**src/ilp_pkg.sv**
```systemverilog
package ilp_pkg;

  typedef enum logic [1:0] {
    RADIX_DEC = 2'd0,
    RADIX_BIN = 2'd1,
    RADIX_OCT = 2'd2,
    RADIX_HEX = 2'd3
  } radix_t;

  localparam int unsigned VALUE_W = 31;
  localparam int unsigned CHAR_W  = 8;

  localparam logic [CHAR_W-1:0] CH_SEP     = 8'h5F;
  localparam logic [CHAR_W-1:0] CH_ZERO    = 8'h30;
  localparam logic [CHAR_W-1:0] CH_LOWER_B = 8'h62;
  localparam logic [CHAR_W-1:0] CH_UPPER_B = 8'h42;
  localparam logic [CHAR_W-1:0] CH_LOWER_O = 8'h6F;
  localparam logic [CHAR_W-1:0] CH_UPPER_O = 8'h4F;
  localparam logic [CHAR_W-1:0] CH_LOWER_X = 8'h78;
  localparam logic [CHAR_W-1:0] CH_UPPER_X = 8'h58;

  localparam logic [4:0] NOT_A_DIGIT = 5'd16;

  function automatic logic [4:0] digit_value(input logic [CHAR_W-1:0] c);
    logic [4:0] d;
    if (c >= 8'h30 && c <= 8'h39) begin
      d = 5'(c - 8'h30);
    end else if (c >= 8'h61 && c <= 8'h66) begin
      d = 5'(c - 8'h61 + 8'd10);
    end else if (c >= 8'h41 && c <= 8'h46) begin
      d = 5'(c - 8'h41 + 8'd10);
    end else begin
      d = NOT_A_DIGIT;
    end
    return d;
  endfunction

  function automatic logic [4:0] radix_base(input radix_t r);
    logic [4:0] b;
    unique case (r)
      RADIX_BIN: b = 5'd2;
      RADIX_OCT: b = 5'd8;
      RADIX_HEX: b = 5'd16;
      default:   b = 5'd10;
    endcase
    return b;
  endfunction

endpackage

```
**src/integer_literal_parser_unit.sv**
```systemverilog
// Integer literal parser.
// The input stream carries one ASCII character of a literal per word on
// s_tdata, with s_tlast high on the last character of the literal. A leading
// 0b, 0o or 0x (either case) selects base 2, 8 or 16, else the base is 10.
// Underscores are allowed only between two digits of the base.
// For every literal the output stream gives exactly one word, on the cycle
// after the last character is accepted: m_tuser carries the ok flag and
// m_tdata the value, which is zero when ok is low. Characters that are not
// last give no output word.
// The block takes one character per cycle unless the receiver stalls. Each
// character is folded into the parse state by one shift-and-add of the
// accumulator, which sets the rate.
// While the receiver stalls, the result word is held in the output register
// and s_tready is low, so every character waits until that register is free
// or is being emptied in the same cycle.
// Reset clears the parse state and the output valid; the block is ready in
// the first cycle after reset.
module integer_literal_parser_unit (
  input  logic        clk,
  input  logic        rst,
  input  logic        s_tvalid,
  output logic        s_tready,
  input  logic [7:0]  s_tdata,   // character[7:0]
  input  logic        s_tlast,   // final_char
  output logic        m_tvalid,
  input  logic        m_tready,
  output logic [31:0] m_tdata,   // number[30:0], zero[31]
  output logic [0:0]  m_tuser    // ok[0]
);

  localparam int unsigned VW = ilp_pkg::VALUE_W;

  logic [1:0]    char_position, char_position_next;
  ilp_pkg::radix_t radix_code, radix_code_next;
  logic [VW-1:0] accumulator, accumulator_next;
  logic          overflowed, overflowed_next;
  logic          after_digit, after_digit_next;
  logic          malformed, malformed_next;
  logic          first_was_zero, first_was_zero_next;

  logic          s_fire;
  logic          took_prefix;
  ilp_pkg::radix_t prefix_code;
  logic [4:0]    digit;
  logic [VW+3:0] product;
  logic [VW+3:0] sum;
  logic          good;

  assign s_tready = !m_tvalid || m_tready;
  assign s_fire   = s_tvalid && s_tready;

  always_comb begin
    unique case (s_tdata)
      ilp_pkg::CH_LOWER_B, ilp_pkg::CH_UPPER_B: prefix_code = ilp_pkg::RADIX_BIN;
      ilp_pkg::CH_LOWER_O, ilp_pkg::CH_UPPER_O: prefix_code = ilp_pkg::RADIX_OCT;
      ilp_pkg::CH_LOWER_X, ilp_pkg::CH_UPPER_X: prefix_code = ilp_pkg::RADIX_HEX;
      default:                                  prefix_code = ilp_pkg::RADIX_DEC;
    endcase
    took_prefix = (char_position == 2'd1) && first_was_zero && !malformed &&
                  (prefix_code != ilp_pkg::RADIX_DEC);

    digit = ilp_pkg::digit_value(s_tdata);
    unique case (radix_code)
      ilp_pkg::RADIX_BIN: product = {3'b000, accumulator, 1'b0};
      ilp_pkg::RADIX_OCT: product = {1'b0, accumulator, 3'b000};
      ilp_pkg::RADIX_HEX: product = {accumulator, 4'b0000};
      default:            product = {1'b0, accumulator, 3'b000} +
                                    {3'b000, accumulator, 1'b0};
    endcase
    sum = product + {{(VW-1){1'b0}}, digit};

    char_position_next  = char_position;
    radix_code_next     = radix_code;
    accumulator_next    = accumulator;
    overflowed_next     = overflowed;
    after_digit_next    = after_digit;
    malformed_next      = malformed;
    first_was_zero_next = first_was_zero;

    if (took_prefix) begin
      radix_code_next  = prefix_code;
      accumulator_next = '0;
      after_digit_next = 1'b0;
    end else if (s_tdata == ilp_pkg::CH_SEP) begin
      if (!after_digit) begin
        malformed_next = 1'b1;
      end
      after_digit_next = 1'b0;
    end else if (digit >= ilp_pkg::radix_base(radix_code)) begin
      malformed_next   = 1'b1;
      after_digit_next = 1'b0;
    end else begin
      if (!overflowed) begin
        if (sum[VW+3:VW] != 4'd0) begin
          overflowed_next = 1'b1;
        end else begin
          accumulator_next = sum[VW-1:0];
        end
      end
      if (char_position == 2'd0 && s_tdata == ilp_pkg::CH_ZERO) begin
        first_was_zero_next = 1'b1;
      end
      after_digit_next = 1'b1;
    end

    if (char_position != 2'd2) begin
      char_position_next = char_position + 2'd1;
    end

    good = !malformed_next && !overflowed_next && after_digit_next;
  end

  always_ff @(posedge clk) begin
    if (rst) begin
      char_position  <= 2'd0;
      radix_code     <= ilp_pkg::RADIX_DEC;
      accumulator    <= '0;
      overflowed     <= 1'b0;
      after_digit    <= 1'b0;
      malformed      <= 1'b0;
      first_was_zero <= 1'b0;
      m_tvalid       <= 1'b0;
    end else begin
      if (s_fire && s_tlast) begin
        m_tvalid <= 1'b1;
      end else if (m_tready) begin
        m_tvalid <= 1'b0;
      end
      if (s_fire) begin
        if (s_tlast) begin
          char_position  <= 2'd0;
          radix_code     <= ilp_pkg::RADIX_DEC;
          accumulator    <= '0;
          overflowed     <= 1'b0;
          after_digit    <= 1'b0;
          malformed      <= 1'b0;
          first_was_zero <= 1'b0;
        end else begin
          char_position  <= char_position_next;
          radix_code     <= radix_code_next;
          accumulator    <= accumulator_next;
          overflowed     <= overflowed_next;
          after_digit    <= after_digit_next;
          malformed      <= malformed_next;
          first_was_zero <= first_was_zero_next;
        end
      end
    end
  end

  always_ff @(posedge clk) begin
    if (s_fire && s_tlast) begin
      m_tuser <= good;
      m_tdata <= good ? {1'b0, accumulator_next} : 32'd0;
    end
  end

  a_result_follows_last: assert property (@(posedge clk) disable iff (rst)
    s_fire && s_tlast |=> m_tvalid)
    else $error("no result word after the last character");

  a_state_cleared: assert property (@(posedge clk) disable iff (rst)
    s_fire && s_tlast |=> char_position == 2'd0 && !malformed && !overflowed &&
                          accumulator == '0)
    else $error("parse state not cleared after a literal");

  a_fail_is_zero: assert property (@(posedge clk) disable iff (rst)
    m_tvalid && !m_tuser[0] |-> m_tdata == 32'd0)
    else $error("failed literal gives a nonzero value");

  a_position_range: assert property (@(posedge clk) disable iff (rst)
    char_position != 2'd3)
    else $error("character position out of range");

  a_no_prefix_late: assert property (@(posedge clk) disable iff (rst)
    s_fire && !s_tlast && char_position == 2'd2 |=> $stable(radix_code))
    else $error("radix changed after the second character");

endmodule
```
**config.mk**
```make
export PLATFORM = sky130hd
export DESIGN_NAME = integer_literal_parser_unit
export DESIGN_NICKNAME = d
export VERILOG_FILES = /design/src/ilp_pkg.sv /design/src/integer_literal_parser_unit.sv
export SDC_FILE = /design/constraint.sdc
export NUM_CORES = 1
export LEC_CHECK = 0
export BUFFER_PORTS_ARGS = -buffer_cell sky130_fd_sc_hd__buf_4
export CAP_MARGIN = 20
export CORE_MARGIN = 8
export CORE_UTILIZATION = 45
export CTS_BUF_LIST = sky130_fd_sc_hd__clkbuf_4
export CTS_CLUSTER_DIAMETER = 80
export CTS_CLUSTER_SIZE = 24
export DETAILED_ROUTE_END_ITERATION = 12
export PLACE_DENSITY = 0.64
export SYNTH_ARGS = -nofsm -noshare
export SYNTH_HDL_FRONTEND = slang
export SYNTH_SLANG_ARGS = --single-unit
```
**constraint.sdc**
```tcl
create_clock -name clk -period 11.1 [get_ports clk]
set_input_delay 2.22 -clock clk [delete_from_list [all_inputs] [get_ports clk]]
set_output_delay 2.22 -clock clk [all_outputs]
set_load 0.05 [all_outputs]
```
# Yosys cells after proc, flatten, opt, wreduce, memory -nomap -nowiden
# Cells that the tools add are included.
# totals
input_bits	13
ff_bits	73
out_inout_bits	35
# classes
n_eq_ne	16
addsub	8
magnitude_cmp	7
reduce_logical	29
n_mux	40
# op_table
op	count
$mux 31	6
$pmux 35 s3	1
$eq 8x7->1 const B	7
$add 34x32->35	1
$add 35x5->35	1
$mux 5	5
$mux 1	22
$ge 8x7->1 const B	2
$le 8x7->1 const B	2
$pmux 5 s3	1
$logic_and 1x1->1	11
$add 5x4->5 const B	2
$reduce_bool 2->1	5
$sub 5x1->5 const B	2
$eq 8x6->1 const B	1
$ge 8x6->1 const B	1
$le 8x6->1 const B	1
$mux 2	4
$ne 2x2->1 const B	4
$pmux 2 s3	1
$reduce_or 2->1	3
$ge 5x5->1	1
$reduce_and 5->1	1
$sub 5x5->5 const B	1
8 further kinds	14

# Depth between registers and ports, before layout
# Gate-level depths: netlist of run 1.
# depth
word_depth	15
ltp_mapped	24
depth_no_buf	21

# Worst setup path after synthesis of run 1
# Ideal clock, no wire load.
# synth_timing
path_kind	input port to flip-flop
start	input port s_tdata[0]
end	register m_tdata[6], data pin
arrival_ns	6.345
path_slack_ns	4.617
required_time_ns	10.962
n_path_buf	3
setup_time_ns	0.138
stages	24
path_cell_list	inv_1 ha_1 nor2b_1 a2111o_1 nor2b_1 nor2b_1 o21ai_0 o21ai_0 inv_1 fa_1 nor2b_1 o21ai_0 nand2b_1 and2_1 and4b_1 clkbuf_1 nand3_2 nor4_2 mux2i_1 or2_1 or3_1 buf_2 buf_6 nor2_2
# synth_between
elab_chain_cells	15
# synth_lines
element	line	source
from (decl)	integer_literal_parser_unit.sv:23	input logic [7:0] s_tdata,
$sub 5x1->5, or another cell as far along	ilp_pkg.sv:29, ilp_pkg.sv:31	
$add 5x4->5 or $logic_and 1x1->1 (tied branches)	ilp_pkg.sv:29, ilp_pkg.sv:31, ilp_pkg.sv:30	
$mux 5	ilp_pkg.sv:30	end else if (c >= 8'h41 && c <= 8'h46) begin
$mux 5	ilp_pkg.sv:28	end else if (c >= 8'h61 && c <= 8'h66) begin
$mux 5	ilp_pkg.sv:26	if (c >= 8'h30 && c <= 8'h39) begin
$add 35x5->35	integer_literal_parser_unit.sv:70	sum = product + {{(VW-1){1'b0}}, digit};
$reduce_bool 4->1	integer_literal_parser_unit.sv:94	if (sum[VW+3:VW] != 4'd0) begin
$mux 1	integer_literal_parser_unit.sv:94	
$mux 1	integer_literal_parser_unit.sv:93	if (!overflowed) begin
$mux 1	integer_literal_parser_unit.sv:89	end else if (digit >= ilp_pkg::radix_base(radix_code)) begin
$mux 1	integer_literal_parser_unit.sv:84	end else if (s_tdata == ilp_pkg::CH_SEP) begin
$mux 1	integer_literal_parser_unit.sv:80	if (took_prefix) begin
$logic_not 1->1	integer_literal_parser_unit.sv:110	good = !malformed_next && !overflowed_next && after_digit_next;
$logic_and 1x1->1 (2 in series)	integer_literal_parser_unit.sv:110	
to (signal assigned)	integer_literal_parser_unit.sv:154	m_tdata <= good ? {1'b0, accumulator_next} : 32'd0;
to (decl)	integer_literal_parser_unit.sv:27	output logic [31:0] m_tdata,
# Several ways; a longest one is shown, not always the timed one.
# A chain may end at the register's enable or synchronous reset.

# Final worst setup path of run 1
# layout_timing
start	input port s_tdata[0]
end	register accumulator[8]
# layout_between
elab_chain_cells	13
# layout_lines
element	line	source
$sub 5x1->5, or another cell as far along	ilp_pkg.sv:29, ilp_pkg.sv:31	
$add 5x4->5 or $logic_and 1x1->1 (tied branches)	ilp_pkg.sv:29, ilp_pkg.sv:31, ilp_pkg.sv:30	
$mux 5	ilp_pkg.sv:30	
$mux 5	ilp_pkg.sv:28	
$mux 5	ilp_pkg.sv:26	
$add 35x5->35	integer_literal_parser_unit.sv:70	
$reduce_bool 4->1	integer_literal_parser_unit.sv:94	
$mux 31	integer_literal_parser_unit.sv:94	
$mux 31	integer_literal_parser_unit.sv:93	
$mux 31	integer_literal_parser_unit.sv:89	
$mux 31	integer_literal_parser_unit.sv:84	
$mux 31 *	integer_literal_parser_unit.sv:80	
$mux 31 *	integer_literal_parser_unit.sv:130	if (s_tlast) begin
to (signal assigned)	integer_literal_parser_unit.sv:141	accumulator <= accumulator_next;
to (decl)	integer_literal_parser_unit.sv:35	logic [VW-1:0] accumulator, accumulator_next;
# Mark *: on every way between the ends. The rest lies on a longest branch, timed or not.

==> results of run 1 <==
==> stage by stage <==
step | util | setup slack, ns | cells | total power, mW
floorplan | - | 4.62 | 792 | 0.326
global placement | 0.486 | 3.81 | 979 | 0.344
detailed placement | 0.487 | 3.74 | 980 | 0.345
CTS | 0.499 | 4.22 | 996 | 0.538
global route | 0.499 | 3.69 | 1001 | 0.554
finish | 0.499 | 4.16 | 1001 | 0.537
==> kinds of logic (layout without fill, tap and decap cells) <==
logic type,after synthesis,in the layout,synth area share
buffers and inverters,72,92,0.0480
multiplexers,34,34,0.0626
XOR/XNOR,39,39,0.0512
AO/OA/AOI/OAI,243,243,0.257
AND/OR/NAND/NOR,286,286,0.230
flip-flops,72,72,0.264
other,1,6,0.000562
adder cells (fa/ha/maj),45,45,0.0866
==> layout make-up <==
| type | instances | area share |
|---|---|---|
| flip-flops and latches | 72 | 0.243 |
| inverters | 22 | 0.0114 |
| clock inverters | 7 | 0.0131 |
| well taps | 184 | 0.0317 |
| diodes | 5 | 0.00172 |
| clock buffers | 9 | 0.00931 |
| repair buffers | 54 | 0.0569 |
| multi-input cells | 648 | 0.633 |
==> how the worst min path moves through the flow <==
stage,to,slack (ns),depth (start not counted)
6_report,first_was_zero,0.49,1
3_5_place_dp,first_was_zero,0.46,1
4_1_cts,first_was_zero,0.49,1
2_1_floorplan,after_digit,0.43,2
3_3_place_gp,after_digit,0.44,2
5_1_grt,first_was_zero,0.50,1
==> where the power goes <==
group / internal (mW) / leakage, nW / switching, mW / total (mW)
registers: 0.281 / 0.622 / 0.00236 / 0.284
clock network: 0.0917 / 0.0880 / 0.106 / 0.198
logic: 0.0157 / 2.04 / 0.0391 / 0.0549
total: 0.389 / 2.75 / 0.148 / 0.537
==> sequential cells by signal, indices dropped and copies added (netlist names), 2 cells and up <==
| name | count |
|---|---|
| m_tdata | 31 |
| radix_code | 2 |
| char_position | 2 |
| accumulator | 31 |
==> cell usage after synthesis, types with 11 or more instances <==
library cell   n
nor2_1        75
a21oi_1       58
nand2_1       57
ha_1          43
o21ai_0       41
dfxtp_1       40
edfxtp_1      32
o2bb2ai_1     31
clkbuf_1      28
xor2_1        24
inv_1         21
nand4_1       20
nand3_1       19
mux2i_1       17
nor3_1        17
a21o_1        16
xnor2_1       15
nand2b_1      13
a211oi_1      12
buf_2         12
mux2_2        12
nor2b_1       11
==> routing by layer <==
layer / share of wire / vias to the layer above
li1: - / 3024
met1: 0.43 / 3075
met2: 0.48 / 219
met3: 0.052 / 63
met4: 0.046 / 0
met5: 0 / -
==> impl_metrics.tcl, run 1 <==
set metrics [dict create \
    status "finished clean" \
    dr.pass1.iters 5 \
    clock.fmax_ghz 0.144 \
    crit_path_end_kind "flop" \
    die_w_um 138 \
    cts_buffer_depth 2 \
    final_cell_mix "74 x nor2_1, 58 x a21oi_1, 57 x nand2_1" \
    rows 44 \
    drt_iter0_markers 530 \
    synth_top_area_cell "edfxtp_1" \
    seq_area_frac_synth 0.264 \
    ff2ff_setup_slack_ns 5.56 \
    pin_count 48 \
    grt_pass1_wl_mm 32.3 \
    cp.buffers_inverters 4 \
    synth_top_area_share 0.144 \
    vdd.ir_drop.worst_mv 0.0650 \
    fin_hold_ws_ns 0.488 \
    tightestPinTransition_ns 1.01 \
    wirelength_mm 20.1 \
    drc 0 \
    worstHoldPathType "flop to flop" \
    gp_congestion 0.932 \
    rsz0062_at_grt "no" \
    cp.depth 23 \
    leakagePower_nw 2.75 \
    nNetsFinal 865 \
    ys.flop_type "dfxtp_1" \
    synth_warnings 0 \
    grt_antenna_before_repair 1 \
    start_kind "primary input" \
    synthesis.nets 850 \
    ctsResizeCount 0 \
    syn_inst 792 \
    setup_violations 0 \
    synthDistinctLibCells 85 \
    cts_tree "yes" \
    setup_tns_ns 0 \
    fin_crit_sh 0.625 \
    clk_pin_slew_worst_paths_ns 0.13 \
    insertion_delay_ns 0.45 \
    r2r-start "radix_code[1]" \
    grt_max_degree 51 \
    slew-limit-headroom 0.323 \
    wl_per_cell_um 20.1 \
    use_met1 0.254 \
    dp_hpwl_mm 15.1 \
    core_area_mm2 0.0145 \
    ant_nets 0 \
    cp_slowest_cell "nand2b_1" \
    htree_levels 3 \
    final_area_mm2 0.00726 \
    cp_max_fo 16 \
    cap_violations 0 \
    register_area_mm2 0.00176 \
    grt_pass1_vias 6220 \
    skew_ns 0.0207 \
    path_cells "buf_4 -> inv_1 -> ha_1 -> nor2b_1 -> a2111o_1 -> nor2b_1 -> nor2b_1 -> o21ai_0 -> o21ai_0 -> inv_1 -> fa_1 -> nor2b_1 -> o21ai_0 -> nand2b_1 -> and2_1 -> and4b_1 -> nand3_2 -> nor4_2 -> mux2i_1 -> nor3_1 -> nand2b_1 -> buf_8 -> o2bb2ai_1" \
    portBuffers 46 \
    synth_edf_count 32 \
    die-area_mm2 0.0190 \
    grt_use_total 0.215 \
    p_per_area_mw_per_mm2 73.9 \
    syn_avg_cell_area_um2 8.42 \
    root_buffer "clkbuf_4" \
    grt.overflow.total 0 \
    area_delta_synth_final_pct 8.80 \
    vias_per_cell 6.37 \
    post_cts_buffers 0 \
    die_h_um 138 \
    rr_endpoint "accumulator[8]" \
    hold_viol_final 0 \
    fillers 1415 \
    crit_start "s_tdata[0]" \
    numCtsBuffers 9 \
    clock_sinks 72 \
    use_met3 0.0423 \
    top_usage_layer "met2" \
    ys_top_cells_by_area "edfxtp_1 14%, dfxtp_1 12%, ha_1 8.1%" \
    initial_core_util 0.459 \
    place_area_mm2 0.00708 \
    synth-seq-cells 72 \
    synthArstFlopShare 0 \
    crit_end "accumulator[8]" \
    vias 6381 \
    drive_gt1_frac 0.143 \
    gr-usage-met2 0.364 \
    crit_path_max_incr_delay_ns 0.50 \
    crit_top_cell "nor2b_1" \
    crit_family "simple AND/OR/NAND/NOR gates" \
    multi_input_comb_area_mm2 0.00460 \
    synth_area_mm2 0.00667 \
    slew_violations 0 \
    holdCritStartpoint "first_was_zero" \
    worstPathRequired_ns 11.49 \
    critPathArrivalTime_ns 7.33 \
    worstSetupPathType "primary input to flop" \
    layout_commonest_cell "nor2_1" \
    ctsHoldBuffers 0 \
    reg2reg_depth 14 \
    fin_crit_ns 6.94 \
]
No activity file was read; power rests on OpenSTA's default activity.
==> run 2, diff against run 1 <==
ABC_AREA = 1   (was unset)
clock period = 6.6 ns   (was 11.1 ns; I/O delays follow)
==> impl_metrics.tcl, run 2 <==
set metrics [dict create \
    die_w_um 149 \
    post_cts_buffers 0 \
    portBuffers 46 \
    ff2ff_setup_slack_ns 1.71 \
    ant_nets 0 \
    synth-seq-cells 72 \
    grt_pass1_wl_mm 41.5 \
    crit_end "m_tdata[12]" \
    synthDistinctLibCells 43 \
    cp.depth 29 \
    r2r-start "radix_code[1]" \
    synth_edf_count 32 \
    dp_hpwl_mm 19.7 \
    multi_input_comb_area_mm2 0.00509 \
    rr_endpoint "m_tdata[12]" \
    die_h_um 149 \
    netlist_top_cells_count "395 x nand2_1, 231 x inv_1, 131 x nand3_1, 126 x nor2_1, 70 x a21oi_1" \
    grt_max_degree 57 \
    worstSetupPathType "primary input to flop" \
    cp_slowest_cell "fa_1" \
    reg_top3 "accumulator: 31 flops, m_tdata: 31 flops" \
    wl_per_cell_um 16.2 \
    p_per_area_mw_per_mm2 119 \
    grt_antenna_before_repair 0 \
    crit_start "s_tdata[0]" \
    setup_violations 0 \
    rows 48 \
    cap_violations 0 \
    p_int_mw 0.716 \
    critPathArrivalTime_ns 5.93 \
    reg2reg_depth 27 \
    start_kind "primary input" \
    htree_levels 3 \
    crit_path_end_kind "flop" \
    grt_pass1_vias 8035 \
    gp_congestion 0.976 \
    drt_iter0_markers 647 \
    cp_max_fo 20 \
    slew_violations 0 \
    crit_family "simple AND/OR/NAND/NOR gates" \
    synth.most_common_cell "nand2_1" \
    worstHoldPathType "flop to flop" \
    status "finished clean" \
    ys_top_cells_by_area "nand2_1 19%, edfxtp_1 12%, inv_1 11%" \
    clock_sinks 72 \
    n_antenna_cell 0 \
    die-area_mm2 0.0222 \
    setup_tns_ns 0 \
    fin_crit_ns 5.64 \
    pin_count 48 \
    grt_use_total 0.231 \
    ctsHoldBuffers 0 \
    synth_warnings 0 \
    vias_per_cell 5.45 \
    leakagePower_nw 4.02 \
    fillers 1882 \
    numCtsBuffers 9 \
    drc 0 \
    worstPathRequired_ns 6.89 \
    fin_crit_sh 0.855 \
    initial_core_util 0.460 \
    layout_commonest_cell "nand2_1" \
    grt.overflow.total 0 \
    cp.buffers_inverters 4 \
    tightestPinTransition_ns 1.06 \
    power_frac_comb 0.163 \
    area_delta_synth_final_pct 8.46 \
    slew-limit-headroom 0.290 \
    clk_pin_slew_worst_paths_ns 0.13 \
    cts_tree "yes" \
    syn_inst 1344 \
    synth_area_mm2 0.00795 \
    p_switching_mw 0.311 \
    nNetsFinal 1422 \
    crit_path_max_incr_delay_ns 0.45 \
    seq_area_frac_synth 0.222 \
    ctsResizeCount 0 \
    vdd.ir_drop.worst_mv 0.0926 \
    synth_top_area_cell "nand2_1" \
    fin_hold_ws_ns 0.465 \
    sequentialPowerShare 0.472 \
    vias 8682 \
    synthesis.nets 1402 \
    p_sw_frac 0.303 \
    syn_avg_cell_area_um2 5.92 \
    synthArstFlopShare 0 \
    crit_top_cell "nand2_1" \
    cts_buffer_depth 2 \
    final_cell_mix "394 x nand2_1, 231 x inv_1, 131 x nand3_1" \
    dr.pass1.iters 6 \
    register_area_mm2 0.00176 \
    clock.fmax_ghz 0.177 \
    skew_ns 0.0190 \
    holdCritStartpoint "first_was_zero" \
    wirelength_mm 25.8 \
    drive_gt1_frac 0.0920 \
    insertion_delay_ns 0.45 \
    core_area_mm2 0.0173 \
    ys.flop_type "dfxtp_1" \
    synth_top_area_share 0.186 \
    rsz0062_at_grt "no" \
    hold_viol_final 0 \
    root_buffer "clkbuf_4" \
    clkPwrFrac 0.365 \
]
[run 2: logic make-up (layout without fill, tap and decap cells)]
| group | count (synthesis) | after routing | share of synthesized area |
|---|---|---|---|
| buf+inv | 282 | 307 | 0.141 |
| simple gates | 780 | 780 | 0.434 |
| other cells | 1 | 1 | 0.000472 |
| fa+ha+maj | 45 | 45 | 0.0727 |
| compound gates | 137 | 137 | 0.101 |
| flops | 72 | 72 | 0.222 |
| xor+xnor | 27 | 27 | 0.0297 |
[run 2: metal layers]
layer  GRT usage  wire, um  vias up
li1            -         -     4383
met1       0.295     11400     3970
met2       0.393     12200      274
met3      0.0285      1460       55
met4      0.0823       749        0
met5           0         0        -
[run 2: tightest hold or removal path, stage by stage, from the launching register on]
cell	delay (ns)
dfxtp_1	0.33
inv_1	0.05
a21oi_1	0.05
[run 2: worst min-delay path by stage]
stage | endpoint | slack, ns | cells past startpoint
2_1_floorplan | first_was_zero | 0.43 | 2
3_3_place_gp | first_was_zero | 0.44 | 2
3_5_place_dp | first_was_zero | 0.44 | 2
4_1_cts | first_was_zero | 0.46 | 2
5_1_grt | first_was_zero | 0.50 | 2
6_report | first_was_zero | 0.47 | 2
[run 2: metrics by stage]
step | cell area, um^2 | setup WS (ns) | util | total power, mW | cells
5_1_grt | 8630 | 0.609 | 0.499 | 1.06 | 1594
6_report | 8630 | 0.957 | 0.499 | 1.03 | 1594
3_5_place_dp | 8440 | 0.614 | 0.488 | 0.661 | 1578
2_1_floorplan | 7950 | 1.39 | - | 0.611 | 1344
4_1_cts | 8630 | 1.04 | 0.499 | 1.03 | 1594
3_3_place_gp | 8440 | 0.727 | 0.488 | 0.660 | 1578
[run 2: final cells by class]
| type | count | area share |
|---|---|---|
| multi-input combinational | 990 | 0.590 |
| sequential | 72 | 0.204 |
| inverter | 234 | 0.102 |
| timing repair buffer | 57 | 0.0496 |
| tap | 225 | 0.0326 |
| clock inverter | 7 | 0.0138 |
| clock buffer | 9 | 0.00783 |
[run 2: power groups by stage]
stage                     combinational (mW)  clock, mW  sequential, mW
after detailed placement               0.166          0           0.495
after floorplan                       0.0914          0           0.519
after global placement                 0.165          0           0.495
after global routing                   0.182      0.395           0.486
final                                  0.168      0.375           0.485
after CTS                              0.167      0.380           0.485
==> run 3, diff against run 2 <==
CORE_MARGIN = 3   (was 8)
RECOVER_POWER = 100   (was unset)
==> impl_metrics.tcl, run 3 (synthesized netlist as in run 2, its figures left out) <==
set metrics [dict create \
    status "complete, but fails checks" \
    failed_checks "capacitance limit, slew limit" \
    rsz0062_at_grt "no" \
    hold_viol_final 0 \
    worstHoldPathType "flop to flop" \
    post-place-cells 1574 \
    crit_family "simple AND/OR/NAND/NOR gates" \
    grt_pass1_wl_mm 40.1 \
    slew-limit-headroom -0.897 \
    clock_sinks 72 \
    root_buffer "clkbuf_4" \
    nNetsFinal 1423 \
    skew_ns 0.0205 \
    wl_per_cell_um 15.7 \
    cts_tree "yes" \
    die-area_mm2 0.0193 \
    clock.fmax_ghz 0.174 \
    cap_violations 2 \
    grt_pass1_vias 7700 \
    cp_max_fo 17 \
    die_w_um 139 \
    tightestPinTransition_ns 2.83 \
    grt_max_degree 57 \
    post_cts_buffers 0 \
    slew_violations 74 \
    fin_crit_ns 5.75 \
    cp.buffers_inverters 5 \
    grt_antenna_before_repair 0 \
    initial_core_util 0.470 \
    leakagePower_nw 3.88 \
    drt_iter0_markers 665 \
    grt.overflow.total 0 \
    insertion_delay_ns 0.45 \
    drc 0 \
    area_delta_synth_final_pct 5.77 \
    drive_gt1_frac 0.0518 \
    grt_use_total 0.255 \
    fin_crit_sh 0.871 \
    gp_congestion 0.965 \
    clk_pin_slew_worst_paths_ns 0.14 \
    crit_path_max_incr_delay_ns 0.45 \
    cts_buffer_depth 2 \
    portBuffers 46 \
    ff2ff_setup_slack_ns 1.34 \
    core_area_mm2 0.0169 \
    vdd.ir_drop.worst_mv 0.0960 \
    p_per_area_mw_per_mm2 117 \
    vias_per_cell 5.38 \
    critPathArrivalTime_ns 5.95 \
    wirelength_mm 25.0 \
    crit_path_end_kind "flop" \
    rows 47 \
    reg_top3 "accumulator: 31 flops, m_tdata: 31 flops" \
    setup_violations 0 \
    numCtsBuffers 9 \
    layoutNonFillerInstCount 1590 \
    htree_levels 3 \
    worstSetupPathType "primary input to flop" \
    worstPathRequired_ns 6.79 \
    ctsResizeCount 0 \
    start_kind "primary input" \
    ant_nets 0 \
    crit_top_cell "nand2_1" \
    die_h_um 139 \
    dr.pass1.iters 5 \
    n_antenna_cell 0 \
    vias 8558 \
    setup_tns_ns 0 \
    dp_hpwl_mm 19.6 \
    ctsHoldBuffers 0 \
    final_cell_mix "409 x nand2_1, 232 x inv_1, 131 x nand3_1" \
    pin_count 48 \
    layout_commonest_cell "nand2_1" \
    cp_slowest_cell "fa_1" \
]
-- run 3: routing by layer --
metal,share of wire,up-vias,global-route usage
met5,0,-,0
met2,0.45,288,0.415
met1,0.44,3824,0.341
met4,0.035,0,0.0906
li1,-,4386,-
met3,0.067,60,0.0428
-- run 3: worst min-delay path: stages, from the launching register on --
cell	delay (ns)
dfxtp_1	0.34
inv_1	0.04
a21oi_1	0.05
-- run 3: layout make-up --
| class | instances | area, um^2 |
|---|---|---|
| clock buffers | 9 | 67.6 |
| flip-flops and latches | 72 | 1760 |
| well taps | 220 | 275 |
| fillers | 1891 | 8520 |
| inverters | 234 | 878 |
| multi-input cells | 990 | 5030 |
| repair buffers | 58 | 300 |
| clock inverters | 7 | 96.3 |
-- run 3: path summary, 6_finish.rpt --
check                  from        endpoint  depth (start not counted)
max              s_tdata[0]     m_tdata[13]                         28
min          first_was_zero  first_was_zero                          2
max reg2reg   radix_code[1]     m_tdata[13]                         24
min reg2reg  first_was_zero  first_was_zero                          2
-- run 3: stage by stage --
step           area, um^2  total power, mW  hold slack (ns)   util  worst slack [ns]
2_1_floorplan        7950            0.611            0.430      -              1.39
3_3_place_gp         8440            0.663            0.441  0.498             0.679
3_5_place_dp         8440            0.663            0.440  0.498             0.569
4_1_cts              8600            0.994            0.460  0.508              1.03
5_1_grt              8410             1.02            0.512  0.497             0.234
6_report             8410            0.982            0.459  0.497             0.849
-- run 3: where the power goes --
group	switching, mW	total, mW	internal, mW
Sequential	0.00839	0.485	0.477
Clock	0.185	0.338	0.153
Combinational	0.119	0.159	0.0409
Total	0.311	0.982	0.671
